<file path="config.mk">
export PLATFORM = sky130hd
export DESIGN_NAME = chacha20_stream_cipher
export DESIGN_NICKNAME = d
export VERILOG_FILES = /design/src/rtl/core/chacha_pkg.sv /design/src/rtl/core/chacha_keygen.sv /design/src/rtl/core/chacha_byte_unit.sv /design/src/rtl/core/chacha20_stream_cipher.sv
export SDC_FILE = /design/constraint.sdc
export NUM_CORES = 2
export LEC_CHECK = 0
export BUFFER_PORTS_ARGS = -buffer_cell sky130_fd_sc_hd__buf_2
export CORE_UTILIZATION = 30
export DETAILED_ROUTE_END_ITERATION = 12
export GPL_TIMING_DRIVEN = 0
export HOLD_SLACK_MARGIN = 0.05
export MAX_ROUTING_LAYER = met4
export PLACE_DENSITY_LB_ADDON = 0.05
export SYNTH_ARGS = -nofsm -noshare
export SYNTH_HDL_FRONTEND = slang
export SYNTH_SLANG_ARGS = --single-unit
</file>
<file path="constraint.sdc">
create_clock -name clk -period 53.4 [get_ports clk]
set_input_delay 2.67 -clock clk [delete_from_list [all_inputs] [get_ports clk]]
set_output_delay 2.67 -clock clk [all_outputs]
set_load 0.02 [all_outputs]
</file>
<file path="src/rtl/core/chacha_pkg.sv">
// Shared types, constants and the quarter-round half step for the ChaCha20 block.
// Used by chacha_keygen, chacha_byte_unit and chacha20_stream_cipher.
package chacha_pkg;

  localparam int DOUBLE_ROUNDS_DEFAULT = 10;
  localparam int BLOCK_WORDS = 16;
  localparam int BLOCK_BYTES = 64;
  localparam int BLOCK_BITS  = 512;
  localparam int OFFSET_W    = 6;
  localparam int CFG_INDEX_W = 3;
  localparam int CFG_DATA_W  = 64;

  localparam logic [31:0] SIGMA0 = 32'h61707865;
  localparam logic [31:0] SIGMA1 = 32'h3320646e;
  localparam logic [31:0] SIGMA2 = 32'h79622d32;
  localparam logic [31:0] SIGMA3 = 32'h6b206574;

  // Configuration register indexes.
  localparam logic [CFG_INDEX_W-1:0] REG_KEY0          = 3'd0;
  localparam logic [CFG_INDEX_W-1:0] REG_KEY1          = 3'd1;
  localparam logic [CFG_INDEX_W-1:0] REG_KEY2          = 3'd2;
  localparam logic [CFG_INDEX_W-1:0] REG_KEY3          = 3'd3;
  localparam logic [CFG_INDEX_W-1:0] REG_NONCE_LOW     = 3'd4;
  localparam logic [CFG_INDEX_W-1:0] REG_NONCE_HIGH    = 3'd5;
  localparam logic [CFG_INDEX_W-1:0] REG_START_COUNTER = 3'd6;

  typedef logic [31:0] word_t;
  typedef logic [BLOCK_BITS-1:0] block_t;

  typedef struct packed {
    word_t a;
    word_t b;
    word_t c;
    word_t d;
  } quad_t;

  typedef struct packed {
    logic [3:0][63:0] key;
    logic [63:0]      nonce_low;
    logic [31:0]      nonce_high;
    logic [31:0]      start_counter;
  } cfg_t;

  // Requests from the byte side and the configuration port to the generator.
  typedef struct packed {
    logic  take;
    logic  restart;
    logic  flush;
    logic  set_counter;
    word_t counter_value;
  } ks_ctrl_t;

  // One half of a quarter round: the 16/12 rotations first, then the 8/7 ones.
  function automatic quad_t qr_half(input word_t a, input word_t b, input word_t c,
                                    input word_t d, input logic second);
    quad_t r;
    word_t x;
    word_t y;
    r.a = a + b;
    x   = d ^ r.a;
    r.d = second ? {x[23:0], x[31:24]} : {x[15:0], x[31:16]};
    r.c = c + r.d;
    y   = b ^ r.c;
    r.b = second ? {y[24:0], y[31:25]} : {y[19:0], y[31:20]};
    return r;
  endfunction

endpackage

</file>
<file path="src/rtl/core/chacha_keygen.sv">
// Iterative ChaCha20 keystream block generator with a one-block output slot.
// Depends on chacha_pkg for the config struct, control struct and round step.
module chacha_keygen #(
  parameter int DOUBLE_ROUNDS = chacha_pkg::DOUBLE_ROUNDS_DEFAULT
) (
  input  logic                clk,
  input  logic                rst,
  input  chacha_pkg::cfg_t    cfg,
  input  chacha_pkg::ks_ctrl_t ctrl,
  output logic                slot_valid,
  output chacha_pkg::block_t  slot_block
);

  localparam int ROUNDS  = 2 * DOUBLE_ROUNDS;
  localparam int RND_W   = $clog2(ROUNDS);
  localparam logic [RND_W-1:0] RND_LAST = RND_W'(ROUNDS - 1);

  localparam logic [1:0] ST_IDLE  = 2'd0;
  localparam logic [1:0] ST_ROUND = 2'd1;
  localparam logic [1:0] ST_FINAL = 2'd2;

  logic [1:0]        state;
  logic [RND_W-1:0]  rnd;
  logic              phase;
  logic [31:0]       counter;
  chacha_pkg::word_t work      [chacha_pkg::BLOCK_WORDS];
  chacha_pkg::word_t work_next [chacha_pkg::BLOCK_WORDS];
  chacha_pkg::word_t init      [chacha_pkg::BLOCK_WORDS];
  logic              abort;

  assign abort = ctrl.flush | ctrl.restart;

  always_comb begin
    init[0] = chacha_pkg::SIGMA0;
    init[1] = chacha_pkg::SIGMA1;
    init[2] = chacha_pkg::SIGMA2;
    init[3] = chacha_pkg::SIGMA3;
    for (int i = 0; i < 4; i++) begin
      init[4 + 2*i]     = cfg.key[i][31:0];
      init[4 + 2*i + 1] = cfg.key[i][63:32];
    end
    init[12] = counter;
    init[13] = cfg.nonce_low[31:0];
    init[14] = cfg.nonce_low[63:32];
    init[15] = cfg.nonce_high;
  end

  // Even rounds work on columns, odd rounds on diagonals; the four lanes are independent.
  always_comb begin
    logic [1:0]        lb;
    logic [1:0]        lc;
    logic [1:0]        ld;
    chacha_pkg::quad_t qo;
    work_next = work;
    for (int q = 0; q < 4; q++) begin
      lb = 2'(q + int'(rnd[0]));
      lc = 2'(q + 2 * int'(rnd[0]));
      ld = 2'(q + 3 * int'(rnd[0]));
      qo = chacha_pkg::qr_half(work[q], work[{2'd1, lb}], work[{2'd2, lc}],
                               work[{2'd3, ld}], phase);
      work_next[q]          = qo.a;
      work_next[{2'd1, lb}] = qo.b;
      work_next[{2'd2, lc}] = qo.c;
      work_next[{2'd3, ld}] = qo.d;
    end
  end

  always_ff @(posedge clk) begin
    if (rst) begin
      state      <= ST_IDLE;
      rnd        <= '0;
      phase      <= 1'b0;
      counter    <= '0;
      slot_valid <= 1'b0;
    end else begin
      if (ctrl.set_counter) begin
        counter <= ctrl.counter_value;
      end else if (ctrl.restart) begin
        counter <= cfg.start_counter;
      end else if (ctrl.take) begin
        counter <= counter + 32'd1;
      end

      if (abort) begin
        state      <= ST_IDLE;
        slot_valid <= 1'b0;
      end else if (ctrl.take) begin
        slot_valid <= 1'b0;
      end else begin
        case (state)
          ST_IDLE: begin
            if (!slot_valid) begin
              for (int i = 0; i < chacha_pkg::BLOCK_WORDS; i++) begin
                work[i] <= init[i];
              end
              rnd   <= '0;
              phase <= 1'b0;
              state <= ST_ROUND;
            end
          end
          ST_ROUND: begin
            work  <= work_next;
            phase <= ~phase;
            if (phase) begin
              rnd <= rnd + RND_W'(1);
              if (rnd == RND_LAST) begin
                state <= ST_FINAL;
              end
            end
          end
          ST_FINAL: begin
            for (int i = 0; i < chacha_pkg::BLOCK_WORDS; i++) begin
              slot_block[32*i +: 32] <= work[i] + init[i];
            end
            slot_valid <= 1'b1;
            state      <= ST_IDLE;
          end
          default: begin
            state <= ST_IDLE;
          end
        endcase
      end
    end
  end

endmodule

</file>
<file path="src/rtl/core/chacha_byte_unit.sv">
// Byte side: holds the block in use, XORs one byte per accepted request and
// drives the output register with a one-entry skid stage. Depends on chacha_pkg.
module chacha_byte_unit (
  input  logic               clk,
  input  logic               rst,
  input  logic               in_valid,
  output logic               in_ready,
  input  logic [7:0]         data_byte,
  input  logic               last_byte,
  output logic               out_valid,
  input  logic               out_ready,
  output logic [7:0]         cipher_byte,
  output logic               end_of_message,
  input  logic               slot_valid,
  input  chacha_pkg::block_t slot_block,
  output logic               take,
  output logic               restart
);

  logic [chacha_pkg::OFFSET_W-1:0] offset;
  chacha_pkg::block_t              cur_block;
  chacha_pkg::block_t              src_block;
  logic                            need_block;
  logic                            accept;
  logic [7:0]                      result;
  logic                            skid_valid;
  logic [7:0]                      skid_byte;
  logic                            skid_last;

  assign need_block = (offset == '0);
  assign src_block  = need_block ? slot_block : cur_block;
  assign in_ready   = (!need_block || slot_valid) && !skid_valid;
  assign accept     = in_valid && in_ready;
  assign result     = data_byte ^ src_block[7:0];
  assign take       = accept && need_block;
  assign restart    = accept && last_byte;

  always_ff @(posedge clk) begin
    if (accept) begin
      cur_block <= {8'd0, src_block[chacha_pkg::BLOCK_BITS-1:8]};
    end
  end

  always_ff @(posedge clk) begin
    if (rst) begin
      offset     <= '0;
      out_valid  <= 1'b0;
      skid_valid <= 1'b0;
    end else begin
      if (accept) begin
        offset <= last_byte ? '0 : offset + 1'b1;
        if (!out_valid || out_ready) begin
          out_valid      <= 1'b1;
          cipher_byte    <= result;
          end_of_message <= last_byte;
        end else begin
          skid_valid <= 1'b1;
          skid_byte  <= result;
          skid_last  <= last_byte;
        end
      end else if (out_ready) begin
        if (skid_valid) begin
          cipher_byte    <= skid_byte;
          end_of_message <= skid_last;
          skid_valid     <= 1'b0;
        end else begin
          out_valid <= 1'b0;
        end
      end
    end
  end

endmodule

</file>
<file path="src/rtl/core/chacha20_stream_cipher.sv">
// ChaCha20 stream cipher top level: configuration registers, keystream
// generator and byte unit. Depends on chacha_pkg, chacha_keygen, chacha_byte_unit.
//
// Usage: load the key, nonce and start counter through the write port
// (cfg_write, cfg_index, cfg_data), then stream message bytes on the in_valid /
// in_ready channel with last_byte on the final byte. Each byte comes back on
// out_valid / out_ready as cipher_byte, with end_of_message copied from last_byte.
// An accepted request's result is registered in the output register, or in the
// skid stage when the receiver stalls. Within a message one byte is taken per
// cycle while the receiver keeps up: the next keystream block is built while
// the current one drains, and at ten double rounds the iterative round unit
// finishes it before the 64 bytes in use run out. The first byte of each
// message, and the first byte after a configuration write that needs a new
// block, waits for a full block build, since the generator restarts at the
// start counter or with the new key. Reset clears the configuration registers
// to zero and empties the output stages; the first block is then built right
// away. When the receiver stalls, one result waits in the output register and
// one more in a skid stage, after which in_ready drops.
module chacha20_stream_cipher #(
  parameter int DOUBLE_ROUNDS = chacha_pkg::DOUBLE_ROUNDS_DEFAULT
) (
  input  logic                                clk,
  input  logic                                rst,
  input  logic                                in_valid,
  output logic                                in_ready,
  input  logic [7:0]                          data_byte,
  input  logic                                last_byte,
  output logic                                out_valid,
  input  logic                                out_ready,
  output logic [7:0]                          cipher_byte,
  output logic                                end_of_message,
  input  logic                                cfg_write,
  input  logic [chacha_pkg::CFG_INDEX_W-1:0]  cfg_index,
  input  logic [chacha_pkg::CFG_DATA_W-1:0]   cfg_data
);

  chacha_pkg::cfg_t     cfg;
  chacha_pkg::ks_ctrl_t ctrl;
  logic                 slot_valid;
  chacha_pkg::block_t   slot_block;
  logic                 take;
  logic                 restart;

  always_ff @(posedge clk) begin
    if (rst) begin
      cfg <= '0;
    end else if (cfg_write) begin
      case (cfg_index)
        chacha_pkg::REG_KEY0:          cfg.key[0]        <= cfg_data;
        chacha_pkg::REG_KEY1:          cfg.key[1]        <= cfg_data;
        chacha_pkg::REG_KEY2:          cfg.key[2]        <= cfg_data;
        chacha_pkg::REG_KEY3:          cfg.key[3]        <= cfg_data;
        chacha_pkg::REG_NONCE_LOW:     cfg.nonce_low     <= cfg_data;
        chacha_pkg::REG_NONCE_HIGH:    cfg.nonce_high    <= cfg_data[31:0];
        chacha_pkg::REG_START_COUNTER: cfg.start_counter <= cfg_data[31:0];
        default: ;
      endcase
    end
  end

  // Any write drops a block built ahead; the block in use keeps its bytes.
  always_comb begin
    ctrl.take          = take;
    ctrl.restart       = restart;
    ctrl.flush         = cfg_write;
    ctrl.set_counter   = cfg_write && (cfg_index == chacha_pkg::REG_START_COUNTER);
    ctrl.counter_value = cfg_data[31:0];
  end

  chacha_keygen #(
    .DOUBLE_ROUNDS(DOUBLE_ROUNDS)
  ) u_keygen (
    .clk        (clk),
    .rst        (rst),
    .cfg        (cfg),
    .ctrl       (ctrl),
    .slot_valid (slot_valid),
    .slot_block (slot_block)
  );

  chacha_byte_unit u_byte (
    .clk            (clk),
    .rst            (rst),
    .in_valid       (in_valid),
    .in_ready       (in_ready),
    .data_byte      (data_byte),
    .last_byte      (last_byte),
    .out_valid      (out_valid),
    .out_ready      (out_ready),
    .cipher_byte    (cipher_byte),
    .end_of_message (end_of_message),
    .slot_valid     (slot_valid),
    .slot_block     (slot_block),
    .take           (take),
    .restart        (restart)
  );

endmodule
</file>
# Yosys cells after proc, flatten, opt, wreduce, memory -nomap -nowiden
# Cells that the tools add are included.
# W data, S select, Z words.
[word_totals] out_inout_bits=11 register_bits=1979 input_bits=81 wordCells=299
[classes] add_sub_neg=36 n_eq_ne=15 mux=111 n_bitwise=27 n_reduce_logical=47 n_mul=1 n_lt_le_gt_ge=24
[op_table] operator="$bwmux W512" count=12
[op_table] operator="$bmux W32 S4" count=12
[op_table] operator="$demux W32 S4" count=12
[op_table] operator="$mux W32" count=47
[op_table] operator="$pmux W512 S2" count=1
[op_table] operator="$add A32 B32 Y32" count=20
[op_table] operator="$mux W512" count=1
[op_table] operator="$mux W504" count=1
[op_table] operator="$xor A32 B32 Y32" count=8
[op_table] operator="$add A32 B31 Y32 const B" count=3
[op_table] operator="$ge A5 B5 Y1 const B" count=12
[op_table] operator="$lt A5 B1 Y1 const B" count=12
[op_table] operator="$not A4 Y5" count=8
[op_table] operator="$add A32 B1 Y32 const B" count=1
[op_table] operator="$add A32 B30 Y32 const B" count=1
[op_table] operator="$mux W8" count=4
[op_table] operator="$not A3 Y5" count=4
[op_table] operator="$logic_and A1 B1 Y1" count=17
[op_table] operator="$reduce_and A2 Y1" count=8
[op_table] operator="$reduce_and A4 Y1" count=4
[op_table] operator="$mux W1" count=12
[op_table] operator="$mux W5" count=2
[op_table] operator="$pmux W5 S2" count=1
[op_table] operator="$reduce_and A5 Y1" count=2
[op_table] operator="32 further kinds" count=56

# Depth between registers and ports, before layout
[logic_depth] depth_word=23 depth_mapped=44 ltp_nobuf=37

# Hierarchy
# From an unflattened synthesis, not the netlist that was laid out.
[unflattened] hier_cells=11298 hier_area_um2=121190.0
[by_module_without_submodules] mod="chacha_keygen" seq_area_each_um2=31570.3 area_each_um2=83696.5 cells_each=8762 n_inst=1
[by_module_without_submodules] mod="chacha_byte_unit" seq_area_each_um2=15835.2 area_each_um2=22594.2 cells_each=1213 n_inst=1
[by_module_without_submodules] mod="chacha20_stream_cipher" seq_area_each_um2=7687.4 area_each_um2=14899.3 cells_each=1323 n_inst=1

# Worst setup path before layout
# No wires, ideal clock.
[synth_timing] path_type="input -> register" from="input in_valid" to="register u_keygen.slot_block[0] (enable)" setup_slack_ps=10836 n_path_buf=1 setup_ps=2120 cell_stages=5 required_time_ps=51280 arrival_time_ps=40444 cell_sequence="nand2_1 nor2_1 clkbuf_1 or4_1 nor3b_1"
[synth_via] elab_chain_cells=5 elab_cells_between_ends=7 classes_between="3 x bitwise; 4 x reduce/logical"
[synth_lines] element="from (decl)" line_no="chacha20_stream_cipher.sv:24" source="input logic in_valid,"
[synth_lines] element="$logic_and A1 B1 Y1 *" line_no="chacha_byte_unit.sv:33" source="assign accept = in_valid && in_ready;"
[synth_lines] element="$logic_and A1 B1 Y1" line_no="chacha_byte_unit.sv:36" source="assign restart = accept && last_byte;"
[synth_lines] element="$or A1 B1 Y1" line_no="chacha_keygen.sv:31" source="assign abort = ctrl.flush | ctrl.restart;"
[synth_lines] element="$not A1 Y1 (no line)"
[synth_lines] element="$reduce_and A4 Y1 (no line) *"
[synth_lines] element="to (signal, indexed assignment)" line_no="chacha_keygen.sv:113" source="slot_block[32*i +: 32] <= work[i] + init[i];"
[synth_lines] element="to (decl)" line_no="chacha_keygen.sv:11" source="output chacha_pkg::block_t slot_block"
# Mark *: on every way between the ends. The rest lies on a longest branch, timed or not.
# A chain may end at the register's enable or synchronous reset.

# Final worst setup path
[layout_timing] from="register u_keygen.rnd[0]" to="register u_keygen.work[361] (netlist bit) (data pin)"
[layout_via] elab_chain_cells=23 elab_cells_between_ends=155 classes_between="17 x add/sub; 1 x mul; 24 x order compare; 81 x mux; 20 x bitwise; 12 x reduce/logical"
[layout_lines] element="from (decl)" line_no="chacha_keygen.sv:23" source="logic [RND_W-1:0] rnd;"
[layout_lines] element="from (signal assigned)" line_no="chacha_keygen.sv:105" source="rnd <= rnd + RND_W'(1);"
[layout_lines] element="$not A3 Y5 (implied by the code) / $mul A2 B1 Y2 (equally long branches)" line_no="chacha_keygen.sv:59, chacha_keygen.sv:62, chacha_keygen.sv:58"
[layout_lines] element="$bmux W32 S4 / $not A4 Y5 (equally long branches)" line_no="chacha_keygen.sv:59, chacha_keygen.sv:60, chacha_keygen.sv:64"
[layout_lines] element="$mux W32 (implied by the code) / $bmux W32 S4 (equally long branches)" line_no="chacha_keygen.sv:59, chacha_keygen.sv:60"
[layout_lines] element="$mux W32 (on tied branches)" line_no="chacha_keygen.sv:59, chacha_keygen.sv:60"
[layout_lines] element="$add A32 B32 Y32 / $mux W32 (equally long branches)" line_no="chacha_pkg.sv:59, chacha_keygen.sv:60"
[layout_lines] element="$xor A32 B32 Y32" line_no="chacha_pkg.sv:60" source="x = d ^ r.a;"
[layout_lines] element="$mux W32" line_no="chacha_pkg.sv:61" source="r.d = second ? {x[23:0], x[31:24]} : {x[15:0], x[31:16]};"
[layout_lines] element="$add A32 B32 Y32" line_no="chacha_pkg.sv:62" source="r.c = c + r.d;"
[layout_lines] element="[7 not listed]"
[layout_lines] element="$bwmux W512" line_no="chacha_keygen.sv:64" source="work_next[{2'd3, ld}] = qo.d;"
[layout_lines] element="$bwmux W512" line_no="chacha_keygen.sv:62" source="work_next[{2'd1, lb}] = qo.b;"
[layout_lines] element="$bwmux W512" line_no="chacha_keygen.sv:63" source="work_next[{2'd2, lc}] = qo.c;"
[layout_lines] element="$bwmux W512" line_no="chacha_keygen.sv:64"
[layout_lines] element="$bwmux W512" line_no="chacha_keygen.sv:62"
[layout_lines] element="$bwmux W512" line_no="chacha_keygen.sv:63"
[layout_lines] element="$bwmux W512 *" line_no="chacha_keygen.sv:64"
[layout_lines] element="$pmux W512 S2 *" line_no="chacha_keygen.sv:90" source="case (state)"
[layout_lines] element="to (signal, indexed assignment)" line_no="chacha_keygen.sv:94" source="work[i] <= init[i];"
[layout_lines] element="to (signal assigned)" line_no="chacha_keygen.sv:102" source="work <= work_next;"
[layout_lines] element="to (decl)" line_no="chacha_keygen.sv:26" source="chacha_pkg::word_t work [chacha_pkg::BLOCK_WORDS];"
# Mark *: on every way between the ends. The rest lies on a longest branch, timed or not. The select of a mux whose other input is x is not followed.

==> qor.txt <==
outcome: finished with violations
failing checks: max-capacitance violations, max-slew violations
peak supply drop: 43.10 µV
vias: 104700
sequential area share after synthesis: 0.4618
cell family with most CP delay: compound AO/OA/AOI/OAI gates
clk slew on worst S/H paths: 0.07 ns
final net count: 12810
EDFF count, synth: 1546
Max clock buf depth: 4
share of layout cells above drive strength 1: 0.1382
full die area: 400200 µm²
synth unique cells: 111
Routed met3 length: 77.64 mm
pin count of the biggest net entering global routing: 41
H-tree depth: 4
register area: 55090 µm²
clock root buffer: clkbuf_16
Rel. slew slack: -0.1952
max-cap check violation count: 35
RSZ-0062 raised after global routing: no
row cnt: 231
Final setup violation count: 0
Finished Core Util: 0.3497
Tmin final: 18.60 ns
Hold Path Class: reg2reg
largest stage delay on the critical path: 1.18 ns
gr ovfl total: 0
hold buffers post-CTS: 0
measured slew at the worst slew-check pin: 1.793 ns
commonest non-fill, non-tap cells in the layout: 1554 x nand2_1, 1546 x edfxtp_1, 1093 x a21oi_1
Mapped Cells: 11550
Die Wd: 632.6 µm
CP startpoint kind: register
total CTS buffers: 241
Iter 0 DRT Violations: 14580
first-pass GRT wire length: 1022 mm
Clock Sinks: 1979
P&R area growth vs syn: 16.06%
CP Data Arrival Time: 19.32 ns
Worst Skew: 0.09063 ns
vias in the first global route: 96180
Fillers: 39850
Post-CTS Setup Inserts: 0
Final ANT Viol Nets: 0
DP HPWL: 674.0 mm
Pins Over Slew Limit: 157
GR Util All Layers: 0.4089
DRT Pass-1 Iters: 6
GPL Wtd Cong: 1.099
Vias/cell: 5.917
top_reg_cell synth: edfxtp_1
critical-path maximum fanout: 11
met2 wire length: 334.7 mm
CTS tree: yes
fmax: 53.76 MHz
# IOs: 92
power density cells: 51.16 nW/µm²
Port Buffers: 88
met1 WL: 333.0 mm
Final period util: 0.3483
critical path's most frequent cell: buf_2
initial antenna violation count: 182
FF+latch count, synth: 1979
drt drc: 0
total wire length: 815.8 mm
CP bufs+invs: 9
Max Used Layer: met4
synth warn: 0
Die Y: 632.6 µm
CP max-delay cell: mux2i_1
Worst setup EP type: register
Syn Std Cell Area: 119300 µm²
WL/cell: 46.10 µm
Clock Latency Late Sink: 1.04 ns
core area: 396000 µm²
Pleak: 51.32 nW
final setup TNS: 0 ns
Final Hold Fails: 0
Crit path required time: 54.12 ns
Resized Gates After CTS: 0
area of the multi-input gates: 61940 µm²
Initial Utilization: 0.3013
syn_area_per_cell: 10.33 µm²
Mapped Nets: 12280
commonest non-fill, non-tap cell in the layout: nand2_1
WS Path Type: reg2reg
fraction of registers with async set/reset: 0
[state kept, by name, indices dropped and copies added, names as in the netlist, 5 cells and up]
signal and flops:
u_keygen.slot_block 512, u_byte.cur_block 504, u_byte.offset 6, u_keygen.rnd 5, u_byte.skid_byte 8, u_byte.cipher_byte 8
cfg 384, u_keygen.work 512, u_keygen.counter 32
[stage by stage]
step / power (mW) / cells / area (µm²) / hold slack [ns] / setup WS, ns
after CTS: 6.867 / 17540 / 138000 / 0.4551 / 35.88
final: 7.084 / 17700 / 138500 / 0.4553 / 34.80
after global routing: 7.059 / 17640 / 138300 / 0.4724 / 35.49
after global placement: 4.986 / 16880 / 126300 / 0.4428 / -13.92
after floorplan: 3.120 / 11550 / 119300 / 0.4334 / 10.84
after detailed placement: 5.142 / 17080 / 129900 / 0.4464 / 35.91
[Yosys cell counts, types with 43 or more instances]
cell,instances,area [µm²]
a211oi_1,54,405.4
a21o_1,260,1952
a21oi_1,1095,5480
a31oi_1,88,550.5
and2_1,87,544.3
and3_1,114,713.2
buf_1,61,229.0
clkbuf_1,409,1535
dfxtp_1,433,8668
edfxtp_1,1546,46420
ha_1,624,7807
inv_1,290,1089
mux2_2,735,8277
mux2i_1,458,4584
nand2_1,1556,5841
nand2b_1,113,706.9
nand3_1,169,845.8
nand4_1,49,306.5
nor2_1,684,2567
nor2b_1,69,431.7
nor3_1,156,780.8
o211ai_1,66,495.5
o21a_1,78,585.6
o21ai_0,615,3078
o21bai_1,70,525.5
o31ai_1,43,322.8
or3_1,49,306.5
xnor2_1,633,5544
xor2_1,347,3039
[power breakdown]
part / total, mW / leakage [nW] / internal [mW] / switching (mW)
sequential: 1.85 / 17.7 / 1.73 / 0.121
clock: 1.72 / 3.96 / 0.979 / 0.743
combinational: 3.51 / 29.7 / 0.853 / 2.66
[routing by layer]
layer	GRT usage	vias to the layer above
li1	-	43510
met1	0.5022	53420
met2	0.5680	6188
met3	0.1197	1589
met4	0.2974	0
met5	-	-
[kinds of logic after synthesis]
| kind of cell | Yosys count | share of synthesized area |
|---|---|---|
| AOI/OAI and AO/OA | 2735 | 0.1394 |
| adders and majority gates | 646 | 0.06898 |
| DFF | 1979 | 0.4618 |
| and+or+nand+nor | 3211 | 0.1202 |
| xor gates and xnor gates | 1001 | 0.07601 |
| muxes | 1197 | 0.1086 |
| buffers and inverters | 784 | 0.02494 |
[layout make-up]
type	count	share of cell area
antenna	157	0.002838
buffer	492	0.01417
clock buffer	317	0.04853
clock inverter	137	0.009949
inverter	292	0.007916
multi-input combinational	8790	0.4474
sequential	1979	0.3979
tap	5242	0.04737
timing repair buffer	290	0.02397
[final timing paths]
kind,start,to,slack (ns),cells past startpoint
min,cfg[12],cfg[12],0.46,2
min reg2reg,cfg[12],cfg[12],0.46,2
max,u_keygen.rnd[0],u_keygen.work[361],34.80,38
max reg2reg,u_keygen.rnd[0],u_keygen.work[361],34.80,38
[worst register-to-register path, delay by kind of cell (launching register included)]
family          cells  cell delay [ns]
compound gates     19             6.39
xor+xnor            3             1.58
fa+ha+maj           2             0.88
buf+inv             9             6.25
flops               1             0.34
mux                 2             2.31
simple gates        3             0.57
Note: power is estimated with default switching activity, not from simulation.
